==> config.mk <==
export PLATFORM = sky130hd
export DESIGN_NAME = ppfs_cfg
export DESIGN_NICKNAME = d
export VERILOG_FILES = /design/src/rtl/packed_pixel_frame_store_macros.svh /design/src/rtl/ppfs_pkg.sv /design/src/rtl/ppfs_cfg.sv
export SDC_FILE = /design/constraint.sdc
export NUM_CORES = 1
export LEC_CHECK = 0
export ABC_AREA = 1
export BUFFER_PORTS_ARGS = -buffer_cell sky130_fd_sc_hd__buf_2
export CORE_ASPECT_RATIO = 0.8
export CORE_MARGIN = 4
export CORE_UTILIZATION = 29
export CTS_BUF_LIST = sky130_fd_sc_hd__clkbuf_4 sky130_fd_sc_hd__clkbuf_8 sky130_fd_sc_hd__clkbuf_16
export CTS_CLUSTER_DIAMETER = 50
export CTS_CLUSTER_SIZE = 28
export DETAILED_ROUTE_END_ITERATION = 7
export PLACE_DENSITY = 0.59
export REMOVE_ABC_BUFFERS = 1
export SYNTH_ARGS = -nofsm -noshare
export SYNTH_HDL_FRONTEND = slang
export SYNTH_SLANG_ARGS = --single-unit
==> constraint.sdc <==
create_clock -name clk -period 1.4 [get_ports clk]
set_clock_uncertainty 0.1 [all_clocks]
set_input_delay 0.35 -clock clk [delete_from_list [all_inputs] [get_ports clk]]
set_output_delay 0.35 -clock clk [all_outputs]
set_load 0.02 [all_outputs]
==> src/rtl/packed_pixel_frame_store_macros.svh <==
// ---------------------------------------------------------------------------
// Assertion macros for the packed pixel frame store
// Each macro expects clk and rst to be visible at the point of use.
// ---------------------------------------------------------------------------
`ifndef PACKED_PIXEL_FRAME_STORE_MACROS_SVH
`define PACKED_PIXEL_FRAME_STORE_MACROS_SVH

// Same-cycle implication
`define PPFS_ASSERT_SAME(label, pre, post) \
  label: assert property (@(posedge clk) disable iff (rst) (pre) |-> (post)) \
    else $error("packed pixel frame store: same-cycle check failed");

// Next-cycle implication
`define PPFS_ASSERT_NEXT(label, pre, post) \
  label: assert property (@(posedge clk) disable iff (rst) (pre) |=> (post)) \
    else $error("packed pixel frame store: next-cycle check failed");

`endif

==> src/rtl/ppfs_pkg.sv <==
// ---------------------------------------------------------------------------
// ppfs_pkg
// Shared codes and types of the packed pixel frame store.
// ---------------------------------------------------------------------------
`timescale 1ns / 1ps
`default_nettype none

package ppfs_pkg;

  // Operation codes
  localparam logic [1:0] OP_WRITE = 2'd0;
  localparam logic [1:0] OP_READ  = 2'd1;
  localparam logic [1:0] OP_CLEAR = 2'd2;

  // Pixel packing modes (the spare code packs as ARGB8888)
  localparam logic [1:0] MODE_MONO   = 2'd0;
  localparam logic [1:0] MODE_RGB565 = 2'd1;
  localparam logic [1:0] MODE_ARGB   = 2'd2;

  // Register indexes on the configuration port
  localparam logic [1:0] REG_WIDTH  = 2'd0;
  localparam logic [1:0] REG_HEIGHT = 2'd1;
  localparam logic [1:0] REG_MODE   = 2'd2;

  // Register reset values
  localparam logic [7:0] WIDTH_RESET  = 8'd128;
  localparam logic [6:0] HEIGHT_RESET = 7'd64;

  // Effective frame geometry, already saturated
  typedef struct packed {
    logic [7:0] w_eff;
    logic [6:0] h_eff;
    logic [1:0] mode;
  } cfg_t;

  // Where a pixel sits inside its word
  typedef struct packed {
    logic       in_frame;
    logic [4:0] bit_idx;
    logic       low_half;
  } pix_sel_t;

  // Memory port control
  typedef struct packed {
    logic en;
    logic we;
  } ram_ctl_t;

endpackage

`default_nettype wire

==> src/rtl/ppfs_cfg.sv <==
// ---------------------------------------------------------------------------
// ppfs_cfg
// APB register bank: frame width, frame height and colour mode.
// ---------------------------------------------------------------------------
`timescale 1ns / 1ps
`default_nettype none

module ppfs_cfg #(
  parameter int MAX_WIDTH  = 128,
  parameter int MAX_HEIGHT = 64
) (
  input  logic               clk,
  input  logic               rst,
  input  logic               psel,
  input  logic               penable,
  input  logic               pwrite,
  input  logic [3:0]         paddr,
  input  logic [31:0]        pwdata,
  output logic [31:0]        prdata,
  output logic               pready,
  output ppfs_pkg::cfg_t     cfg
);
  import ppfs_pkg::*;

  // Saturation limits that fit the register widths
  localparam int WSAT = (MAX_WIDTH > 255) ? 255 : MAX_WIDTH;
  localparam int HSAT = (MAX_HEIGHT > 127) ? 127 : MAX_HEIGHT;

  logic [7:0] frame_width;
  logic [6:0] frame_height;
  logic [1:0] color_mode;
  logic       wr_en;

  assign pready = 1'b1;
  assign wr_en  = psel && penable && pwrite && pready;

  // Register writes
  always_ff @(posedge clk) begin
    if (rst) begin
      frame_width  <= WIDTH_RESET;
      frame_height <= HEIGHT_RESET;
      color_mode   <= MODE_MONO;
    end else if (wr_en) begin
      case (paddr[3:2])
        REG_WIDTH:  frame_width  <= pwdata[7:0];
        REG_HEIGHT: frame_height <= pwdata[6:0];
        REG_MODE:   color_mode   <= pwdata[1:0];
        default: ;
      endcase
    end
  end

  // Read back
  always_comb begin
    case (paddr[3:2])
      REG_WIDTH:  prdata = {24'd0, frame_width};
      REG_HEIGHT: prdata = {25'd0, frame_height};
      REG_MODE:   prdata = {30'd0, color_mode};
      default:    prdata = 32'd0;
    endcase
  end

  // Effective geometry
  always_comb begin
    cfg.w_eff = ({24'd0, frame_width} > WSAT) ? 8'(WSAT) : frame_width;
    cfg.h_eff = ({25'd0, frame_height} > HSAT) ? 7'(HSAT) : frame_height;
    cfg.mode  = color_mode;
  end

endmodule

`default_nettype wire

* Word-level counts from Yosys, hierarchy flattened *
Cells that the tools add are included.
Widths: inputs -> output; s select.

storage, ports and cells
  flip-flop bits (word level) = 17
  output and inout bits = 50
  logic and storage cells = 16

operators by class
  reductions and logical operators = 6
  mux-type cells = 3
  equal/unequal tests = 2
  magnitude comparators = 2

operators with widths
  kind                count
  $pmux 8 s3          1
  $gt 8x8->1 const B  1
  $mux 8              1
  $gt 7x7->1 const B  1
  $mux 7              1
  $reduce_and 2->1    3
  $eq 2x1->1 const B  1
  $eq 2x2->1 const B  1
  $logic_and 1x1->1   2
  $logic_not 2->1     1

* Longest topological paths before layout *
  depth after elaboration = 3
  depth in mapped cells = 6
  gate-level depth less buffers = 5

* Worst setup path after synthesis *
No wires, ideal clock.

  path type = input to output
  from = input paddr[2]
  to = output prdata[6]
  setup slack = -69 ps
  arrival = 1019 ps
  stages on the path = 3
  required time = 950 ps
  path through = inv_2 nand2_4 o21ai_0

between the ends
  longest elaborated chain between the ends = 2

RTL lines
  element                                   RTL line        source
  start, declared                           ppfs_cfg.sv:17  input logic [3:0] paddr,
  $eq 2x2->1, or another cell as far along  ppfs_cfg.sv:55  case (paddr[3:2])
  $pmux 8 s3 (*)                            ppfs_cfg.sv:55
  end, declared                             ppfs_cfg.sv:19  output logic [31:0] prdata,

Mark *: on every way between the ends. The rest lies on a longest branch, timed or not.

==> out/results.tsv <==
stage	metric	value	unit
outcome	outcome	finished, violations left	
outcome	violations	negative setup slack	
worst_setup_path	critPathCaptureType	output pin	
worst_setup_path	critPathLaunchType	register	
yosys	synth.avg_cell_area	6.32	um^2
worst_setup_path	max_stage_delay	0.32	ns
finish	layout.nets	276	
pwr	p_per_area	652	mW/mm^2
worst_setup_path	critical_path.cell_chain	nor2_1 -> nand3_1 -> a21boi_1 -> buf_4	
worst_setup_path	cp.buffers_inverters	1	
cts	h-tree-depth	1	
place	dp.cells	278	
place	dpl.hpwl	2260	um
timing	fin_crit	1.53	ns
timing	drv_slew	0	
worst_hold_path	whs_endpoint	frame_width[7]	
yosys	ys_seq_area_share	29.6	%
timing	layout_setup_ws	-0.133	ns
timing	whs	0.220	ns
worst_setup_path	slowest_stage	dfxtp_2	
route	routed-via-count	1172	
worst_setup_path	critPathKind	register to output pin	
worst_setup_path	crit_family	flip-flops	
timing	fin_crit_sh	109	%
finish	layout_common_cells	nor2_1, conb_1, nand2_1	
worst_setup_path	r2r-start	frame_height[6]	
die	rows	20	
pwr	design_power_total	1.18	mW
finish	drive_gt1_share	44.0	%
flow_run	max-cap-violations	0	
route	drc	0	
worst_hold_path	min_from	pwdata[7]	
die	core	0.00380	mm^2
finish	layout_commonest_cell	nor2_1	
route	viasPerCell	4.06	
route	first_pass_iters	4	
global_routing	antenna_found_initial	0	
die	die_w	78.4	um
finish	instances_no_fill	289	
route	drt_iter0_markers	82	
place	place_area	0.00137	mm^2
worst_hold_path	hold-path-cell-count	3	
timing	hold_viol_final	0	
place	place_congestion	0.780	
yosys	syn-cell-area	0.00115	mm^2
die	ioPinCount	91	
cts	hold_buffers	0	
cts	clockBufferDepth	2	
timing	fmax	652	MHz
worst_setup_path	cp_max_fo	3	
die	fp.dieArea	0.00504	mm^2
global_routing	grt_pass1_wl	4660	um
global_routing	grt_max_degree	18	
die	die_h	64.3	um
pwr	power_leakage	0.799	nW
yosys	synth_cell_types	19	
yosys	syn_inst	182	
route	totalWireLength	3150	um
die	start_util	30.2	%
cts	cts_tree	built	
worst_setup_path	rrSetupSlack	0.51	ns
finish	area_delta_synth_final	57.0	%
cts	clock_latency	0.25	ns
pwr	peakVddDrop	450	uV
cts	cts_buffers	3	
yosys	synth_seq_cells	17	
route	antenna_left	0	
worst_setup_path	r2r_end	frame_height[6]	
worst_hold_path	hold_class	input port to register	
timing	setup_viol	13	
place	portBuffers	39	
cts	cts.reportedPaths.clkPinSlew	0.06	ns
global_routing	grt_util_all_layers	11.9	%
finish	n_antenna_cell	0	
worst_setup_path	cp_data_arrival_time	1.08	ns
worst_setup_path	worstRegToRegCells	3	
cts	numClockSinks	17	
timing	grt_setup_unrepaired	true	
worst_setup_path	critPathRequiredTime	0.95	ns
global_routing	grt_pass1_vias	1012	
cts	cts-root-buf	clkbuf_8	
global_routing	overflow	0	
route	wl_per_cell	10.9	um
yosys	yosysWarnings	0	
finish	final_area	0.00181	mm^2
-- area by class of cell --
class                           count  area, um^2
Multi-Input combinational cell    133         712
Clock buffer                        4        48.8
Sequential cell                    17         358
Timing Repair Buffer               56         500
Fill cell                         385        2000
Inverter                           24         118
Tap cell                           55        68.8
-- power by group --
part | switching, mW | internal, mW
sequential | 0.00820 | 0.493
combinational | 0.190 | 0.105
clock | 0.159 | 0.221
-- how the worst max path moves through the flow --
stage	from	end	slack (ns)	cells after the start
after floorplan	paddr[2]	prdata[6]	-0.07	3
after global placement	paddr[3]	prdata[0]	-0.17	6
after detailed placement	paddr[3]	prdata[0]	-0.18	6
after CTS	frame_height[4]	cfg[6]	-0.16	4
after global routing	frame_height[4]	cfg[2]	-0.22	4
final	frame_height[4]	cfg[2]	-0.13	4
-- cell families after synthesis --
kind of cell | synth area share, %
AND/OR/NAND/NOR | 36.9
AO/OA/AOI/OAI | 6.31
flip-flops | 29.6
buffers and inverters | 26.6
other | 0.653
-- routing by layer --
metal / vias to the layer above / global-route usage (%) / share of wire [%]
li1: 611 / - / -
met1: 525 / 14.5 / 40
met2: 29 / 19.4 / 52
met3: 7 / 4.51 / 6.1
met4: 0 / 3.28 / 1.6
met5: - / 0 / 0
-- state kept, by name (all words and copies together), names as in the netlist --
signal and flops:
color_mode 2, frame_height 7, frame_width 8
-- per-stage QoR --
stage	utilization [%]	setup slack, ns	setup TNS [ns]
6_report	47.5	-0.133	-0.850
5_1_grt	47.5	-0.218	-1.83
4_1_cts	42.0	-0.162	-0.696
3_5_place_dp	36.1	-0.177	-0.789
3_3_place_gp	36.1	-0.171	-0.728
2_1_floorplan	-	-0.0689	-0.137
-- timing repair --
action	in CTS	in global routing
endpoints found under the setup margin	22	21
buffers inserted	2	5
pin swaps	10	16
endpoints found under the hold margin	0	0
cloned	0	0
resized for setup	56	52
-- synth_stat cells --
master / n / area [um^2]
inv_1: 21 / 78.8
dfxtp_1: 17 / 340
nor2_4: 3 / 33.8
a21oi_1: 2 / 10.0
inv_2: 2 / 7.51
nand2_4: 2 / 22.5
buf_4: 26 / 195
a21boi_0: 1 / 7.51
clkbuf_1: 4 / 15.0
buf_2: 1 / 5.00
conb_1: 2 / 7.51
nor2_2: 1 / 6.26
nand2_1: 24 / 90.1
o21ai_0: 3 / 15.0
o22ai_1: 4 / 25.0
nor2_1: 47 / 176
o211ai_1: 2 / 15.0
nand3_1: 19 / 95.1
clkinv_1: 1 / 3.75
-- worst min-delay path, cell delays in order --
cell and delay, ns:
buf_2 0.08, nand2_1 0.05, nand3_1 0.06
Note: power is estimated with default switching activity, not from simulation.
