--- src/rtl/packed_pixel_frame_store_macros.svh ---
// ---------------------------------------------------------------------------
// Assertion macros for the packed pixel frame store
// Each macro expects clk and rst to be visible at the point of use.
// ---------------------------------------------------------------------------
`ifndef PACKED_PIXEL_FRAME_STORE_MACROS_SVH
`define PACKED_PIXEL_FRAME_STORE_MACROS_SVH

// Same-cycle implication
`define PPFS_ASSERT_SAME(label, pre, post) \
  label: assert property (@(posedge clk) disable iff (rst) (pre) |-> (post)) \
    else $error("packed pixel frame store: same-cycle check failed");

// Next-cycle implication
`define PPFS_ASSERT_NEXT(label, pre, post) \
  label: assert property (@(posedge clk) disable iff (rst) (pre) |=> (post)) \
    else $error("packed pixel frame store: next-cycle check failed");

`endif

--- src/rtl/ppfs_pkg.sv ---
// ---------------------------------------------------------------------------
// ppfs_pkg
// Shared codes and types of the packed pixel frame store.
// ---------------------------------------------------------------------------
`timescale 1ns / 1ps
`default_nettype none

package ppfs_pkg;

  // Operation codes
  localparam logic [1:0] OP_WRITE = 2'd0;
  localparam logic [1:0] OP_READ  = 2'd1;
  localparam logic [1:0] OP_CLEAR = 2'd2;

  // Pixel packing modes (the spare code packs as ARGB8888)
  localparam logic [1:0] MODE_MONO   = 2'd0;
  localparam logic [1:0] MODE_RGB565 = 2'd1;
  localparam logic [1:0] MODE_ARGB   = 2'd2;

  // Register indexes on the configuration port
  localparam logic [1:0] REG_WIDTH  = 2'd0;
  localparam logic [1:0] REG_HEIGHT = 2'd1;
  localparam logic [1:0] REG_MODE   = 2'd2;

  // Register reset values
  localparam logic [7:0] WIDTH_RESET  = 8'd128;
  localparam logic [6:0] HEIGHT_RESET = 7'd64;

  // Effective frame geometry, already saturated
  typedef struct packed {
    logic [7:0] w_eff;
    logic [6:0] h_eff;
    logic [1:0] mode;
  } cfg_t;

  // Where a pixel sits inside its word
  typedef struct packed {
    logic       in_frame;
    logic [4:0] bit_idx;
    logic       low_half;
  } pix_sel_t;

  // Memory port control
  typedef struct packed {
    logic en;
    logic we;
  } ram_ctl_t;

endpackage

`default_nettype wire

--- src/rtl/ppfs_decode.sv ---
// ---------------------------------------------------------------------------
// ppfs_decode
// Bounds check and word address / bit position of a pixel coordinate.
// ---------------------------------------------------------------------------
`timescale 1ns / 1ps
`default_nettype none

module ppfs_decode #(
  parameter int MAX_WIDTH = 128,
  parameter int AW        = 13
) (
  input  logic signed [15:0]  x,
  input  logic signed [15:0]  y,
  input  ppfs_pkg::cfg_t      cfg,
  output ppfs_pkg::pix_sel_t  sel,
  output logic [AW-1:0]       addr
);
  import ppfs_pkg::*;

  logic [7:0] ux;
  logic [6:0] uy;
  logic [8:0] wpr_sum;
  logic [7:0] wpr;
  logic [7:0] word_idx;
  logic [7:0] offset;

  // Coordinates only matter once inside, where they fit these widths
  assign ux = x[7:0];
  assign uy = y[6:0];

  always_comb begin
    sel.in_frame = !x[15] && !y[15]
                && ({8'd0, cfg.w_eff} > $unsigned(x))
                && ({9'd0, cfg.h_eff} > $unsigned(y));
    sel.bit_idx  = ~ux[4:0];
    sel.low_half = ux[0];
  end

  // Words per row and word index within the row
  always_comb begin
    case (cfg.mode)
      MODE_MONO: begin
        wpr_sum  = {1'b0, cfg.w_eff} + 9'd31;
        wpr      = {4'd0, wpr_sum[8:5]};
        word_idx = {5'd0, ux[7:5]};
      end
      MODE_RGB565: begin
        wpr_sum  = {1'b0, cfg.w_eff} + 9'd1;
        wpr      = wpr_sum[8:1];
        word_idx = {1'b0, ux[7:1]};
      end
      default: begin
        wpr_sum  = {1'b0, cfg.w_eff};
        wpr      = wpr_sum[7:0];
        word_idx = ux;
      end
    endcase
  end

  // Words of a row are held in reversed order
  assign offset = wpr - 8'd1 - word_idx;
  assign addr   = AW'(uy * MAX_WIDTH) + AW'(offset);

endmodule

`default_nettype wire

--- config.mk ---
export PLATFORM = sky130hd
export DESIGN_NAME = ppfs_decode
export DESIGN_NICKNAME = d
export VERILOG_FILES = /design/src/rtl/packed_pixel_frame_store_macros.svh /design/src/rtl/ppfs_pkg.sv /design/src/rtl/ppfs_decode.sv
export SDC_FILE = /design/constraint.sdc
export NUM_CORES = 1
export LEC_CHECK = 0
export CAP_MARGIN = 20
export CORE_MARGIN = 2
export CORE_UTILIZATION = 62
export DETAILED_ROUTE_END_ITERATION = 16
export DONT_BUFFER_PORTS = 1
export GPL_TIMING_DRIVEN = 0
export PLACE_DENSITY = 0.81
export SLEW_MARGIN = 30
export SYNTH_ARGS = -nofsm -noshare
export SYNTH_HDL_FRONTEND = slang
export SYNTH_SLANG_ARGS = --single-unit
export TNS_END_PERCENT = 20
--- constraint.sdc ---
create_clock -name vclk -period 3.5
set_clock_uncertainty 0.1 [all_clocks]
set_input_delay 0.525 -clock vclk [all_inputs]
set_output_delay 0.525 -clock vclk [all_outputs]
set_load 0.05 [all_outputs]
---- Yosys cells after proc, flatten, opt, wreduce, memory -nomap -nowiden ----
Index checks and enable logic that the tools add are counted.
cells by class
  reductions and logical operators ........ 6
  $lt $le $gt $ge ......................... 2
  equality and inequality tests ........... 1
  add/sub/neg operators ................... 5
  bitwise gates (word level) .............. 1
  mux-type cells .......................... 2
operators with widths
  cell                                               count
  case mux 8 bit (2 select lines)                    2
  > comparator 7 x 16 -> 1 bit                       1
  > comparator 8 x 16 -> 1 bit                       1
  adder 13 x 8 -> 13 bit                             1
  adder 8 x 1 -> 9 bit (second input constant)       1
  adder 8 x 5 -> 9 bit (second input constant)       1
  subtractor 8 x 1 -> 8 bit (second input constant)  1
  subtractor 8 bit                                   1
  NOT 5 bit                                          1
  logical AND 1 bit                                  3
  == test 2 x 1 -> 1 bit (second input constant)     1
  zero test 1 bit                                    2
  zero test 2 bit                                    1
word-level totals
  register bits after elaboration ......... 0
  input port bits ......................... 49
  output and inout port bits .............. 20
  word-level logic and storage cells ...... 17

---- Depth between registers and ports, before layout ----
  word-level depth ........................ 5
  depth in mapped cells ................... 15
  gate-level depth less buffers ........... 15

---- Worst setup path before layout ----
OpenSTA, ideal clock, no wires.
  path kind ............................... in2out
  start ................................... input cfg[9] (netlist name)
  end ..................................... output addr[12]
  data required time ...................... 2.875 ns
  cell stages on the path ................. 15
  data arrival time ....................... 3.866 ns
  path slack .............................. -0.991 ns
  cells stage by stage .................... inv_1 ha_1 or4b_1 nand2_1 xnor2_1 o31a_1 ha_1 a21oi_1 o211ai_1 o41ai_1 xor2_1 ha_1 and3_1 nand3_1 xnor2_1
on the way
  word-level cells in the longest chain between the ends .. 5
  elaborated cells between the ends (all ways) .. 6
RTL lines
  item                                                          RTL line                              text
  start: declaration                                            ppfs_decode.sv:14                     input ppfs_pkg::cfg_t cfg,
  adder 8 x 1 -> 9 bit or adder 8 x 5 -> 9 bit (tied branches)  ppfs_decode.sv:48, ppfs_decode.sv:43
  case mux 8 bit (2 select lines) (*)                           ppfs_decode.sv:41                     case (cfg.mode)
  subtractor 8 x 1 -> 8 bit (*)                                 ppfs_decode.sv:61                     assign offset = wpr - 8'd1 - word_idx;
  subtractor 8 bit (*)                                          ppfs_decode.sv:61
  adder 13 x 8 -> 13 bit (*)                                    ppfs_decode.sv:62                     assign addr = AW'(uy * MAX_WIDTH) + AW'(offset);
  end: declaration                                              ppfs_decode.sv:16                     output logic [AW-1:0] addr
Mark *: on every way between the ends. The rest lies on a longest branch, timed or not.

---- Worst setup path after layout ----
  start ................................... input cfg[13] (netlist name)
  end ..................................... output addr[12]
on the way
  word-level cells in the longest chain between the ends .. 5
  elaborated cells between the ends (all ways) .. 6
RTL lines
  item                                                          RTL line
  adder 8 x 5 -> 9 bit or adder 8 x 1 -> 9 bit (tied branches)  ppfs_decode.sv:43, ppfs_decode.sv:48
  case mux 8 bit (2 select lines) (*)                           ppfs_decode.sv:41
  subtractor 8 x 1 -> 8 bit (*)                                 ppfs_decode.sv:61
  subtractor 8 bit (*)                                          ppfs_decode.sv:61
  adder 13 x 8 -> 13 bit (*)                                    ppfs_decode.sv:62
Marked as above.

==> run metrics <==
cell taking the most area after synthesis ha_1; Min Hold Slack 1.07 ns; Slowest-stage cell, CP or3_4; Final Max Slew Viols 0; Final Cycle Share 122%; Slew @ Worst Pin 0.677 ns; CP endpoint kind primary output; final-layout clock buffer total 0; number of fill cells 107; Final Power 446 uW; final hold viol count 0; violated checks setup timing; Startpoint Class input pin; Post-route DRC 0; WL per Instance 19.7 um; Setup violations, final 11; sequential cell count 0; PwrDens 266 mW/mm2; dpl hpwl 2.89 mm; CORE AREA 0.00198 mm2; largest net degree at the start of global routing 11; die height 49.9 um; GRT Total Usage 29.8%; Final min period 4.28 ns; VDD IR max 0.207 mV; vias in the first global route 1360; Final GP Congestion 0.891; fraction of layout instances using a drive strength above 1 23.4%; WL final 4.31 mm; count leader, synth ha_1; Area Growth Syn to Fin 28.3%; synthesized cell area 0.00131 mm2; register area share after synthesis 0%; Via-to-Cell Ratio 6.92; Leak 0.000764 uW; Post-Syn Nets 256; sequence of cells on the critical path buf_12 > or3_4 > o311ai_4 > xnor2_1 > o311a_1 > ha_4 > nand3_1 > o211ai_1 > o41ai_2 > xor2_1 > ha_2 > and3_4 > nand3_4 > xnor2_4; Iter 0 DRT Violations 52; max cap viols 0; die width 49.9 um; hold depth 1; final worst setup slack -0.784 ns; Fin Setup TNS -4.39 ns; synth unique cells 43; DRT Pass-1 Iters 4; die area 0.00249 mm2; Crit path arrival time 3.66 ns; Multi-input gate area 0.00138 mm2; Ant. Diodes 0; IO Port Bufs 0; nets 270; row cnt 16; initial core utilization 66.0%; Avg Cell Area, Syn 7.27 um2; Final Cell Area 0.00168 mm2; Remaining Overflow, GRT 0; CP max stage delay 0.39 ns; placed cell area 0.00144 mm2; Ys Warns 0; crit path max fanout 3; worst min-delay path startpoint y[5]; relative slew slack 54.6%; initial antenna violation count 0; vias after detailed routing 1516; Post-synth top cells 26 x ha_1, 25 x inv_1, 12 x a21oi_1; Routed Antenna Nets 0; CP required 2.87 ns; Setup Crit Path Kind input pin to primary output; Worst Hold Class input pin to primary output; Cells after Synth 180; RSZ-0062 raised after global routing yes; Hold-fix buffers, CTS 0; outcome finished with violations; synth top area cells ha_1 25%, inv_1 7.2%, xnor2_1 5.4%, a21oi_1 4.6%, xor2_1 4.0%; global-route wire length before repair 5.85 mm; worst hold endpoint addr[12]; Synth top area share 24.9%; FF+latch area 0 um2; Fmax 0.233 GHz; I/O pin total 69
## final cells by class
cell class / instances / area share (%)
multi-input combinational: 147 / 82.3
inverter: 25 / 6.48
timing repair buffer: 12 / 5.37
buffer: 8 / 3.87
tap: 27 / 2.01
## report_power, final
group | total [uW] | switching, uW | internal, uW
Sequential | 0 | 0 | 0
Clock | 0 | 0 | 0
Combinational | 446 | 289 | 157
## kinds of logic after synthesis
group | synth area share (%)
compound gates | 26.4
fa+ha+maj | 26.4
mux | 3.82
xor+xnor | 9.37
buf+inv | 11.5
simple gates | 22.6
## metrics by stage
stage,setup WS (ns),cells,utilization [%]
floorplan,-0.539,180,-
global placement,-0.742,207,71.8
detailed placement,-0.821,207,72.6
CTS,-0.754,209,77.2
global route,-0.844,219,84.7
finish,-0.784,219,84.7
## layer usage
layer | share of wire, % | vias up | global-route usage (%)
met5 | 0 | - | 0
met4 | 2.4 | 0 | 4.63
met3 | 8.0 | 18 | 3.33
met2 | 52 | 102 | 59.3
met1 | 37 | 713 | 33.8
li1 | - | 683 | -
## cells in the final DEF, fill, tap and decap left out, types with 4 or more instances in the layout
master / n
inv_1: 23
ha_1: 22
buf_4: 17
a21oi_1: 11
nand2_1: 10
nor2_1: 8
nand3_1: 6
a22oi_1: 5
mux2i_1: 5
nor4_1: 5
nor2b_1: 4
nand2b_1: 4
xor2_1: 4
o21ai_0: 4
nand4_1: 4
## how the worst max path moves through the flow
stage,startpoint,end,slack (ns),cells after the start
finish,cfg[13],addr[12],-0.78,14
global route,cfg[13],addr[12],-0.84,14
CTS,cfg[9],addr[12],-0.75,15
detailed placement,cfg[13],addr[11],-0.82,14
global placement,cfg[9],addr[11],-0.74,15
floorplan,cfg[9],addr[11],-0.54,15
## worst max-delay path: cells and delay by family
family          cells  cell delay, ns
compound gates      4            1.05
xor+xnor            3            0.69
simple gates        4            0.81
buf+inv             1            0.10
fa+ha+maj           2            0.49
## timing repair
action                                  CTS  global route
pin swaps                                 9             8
endpoints found under the setup margin   11            11
setup buffers                             2             9
resized for setup                        12            15
Power figures use the tool's default switching activity.
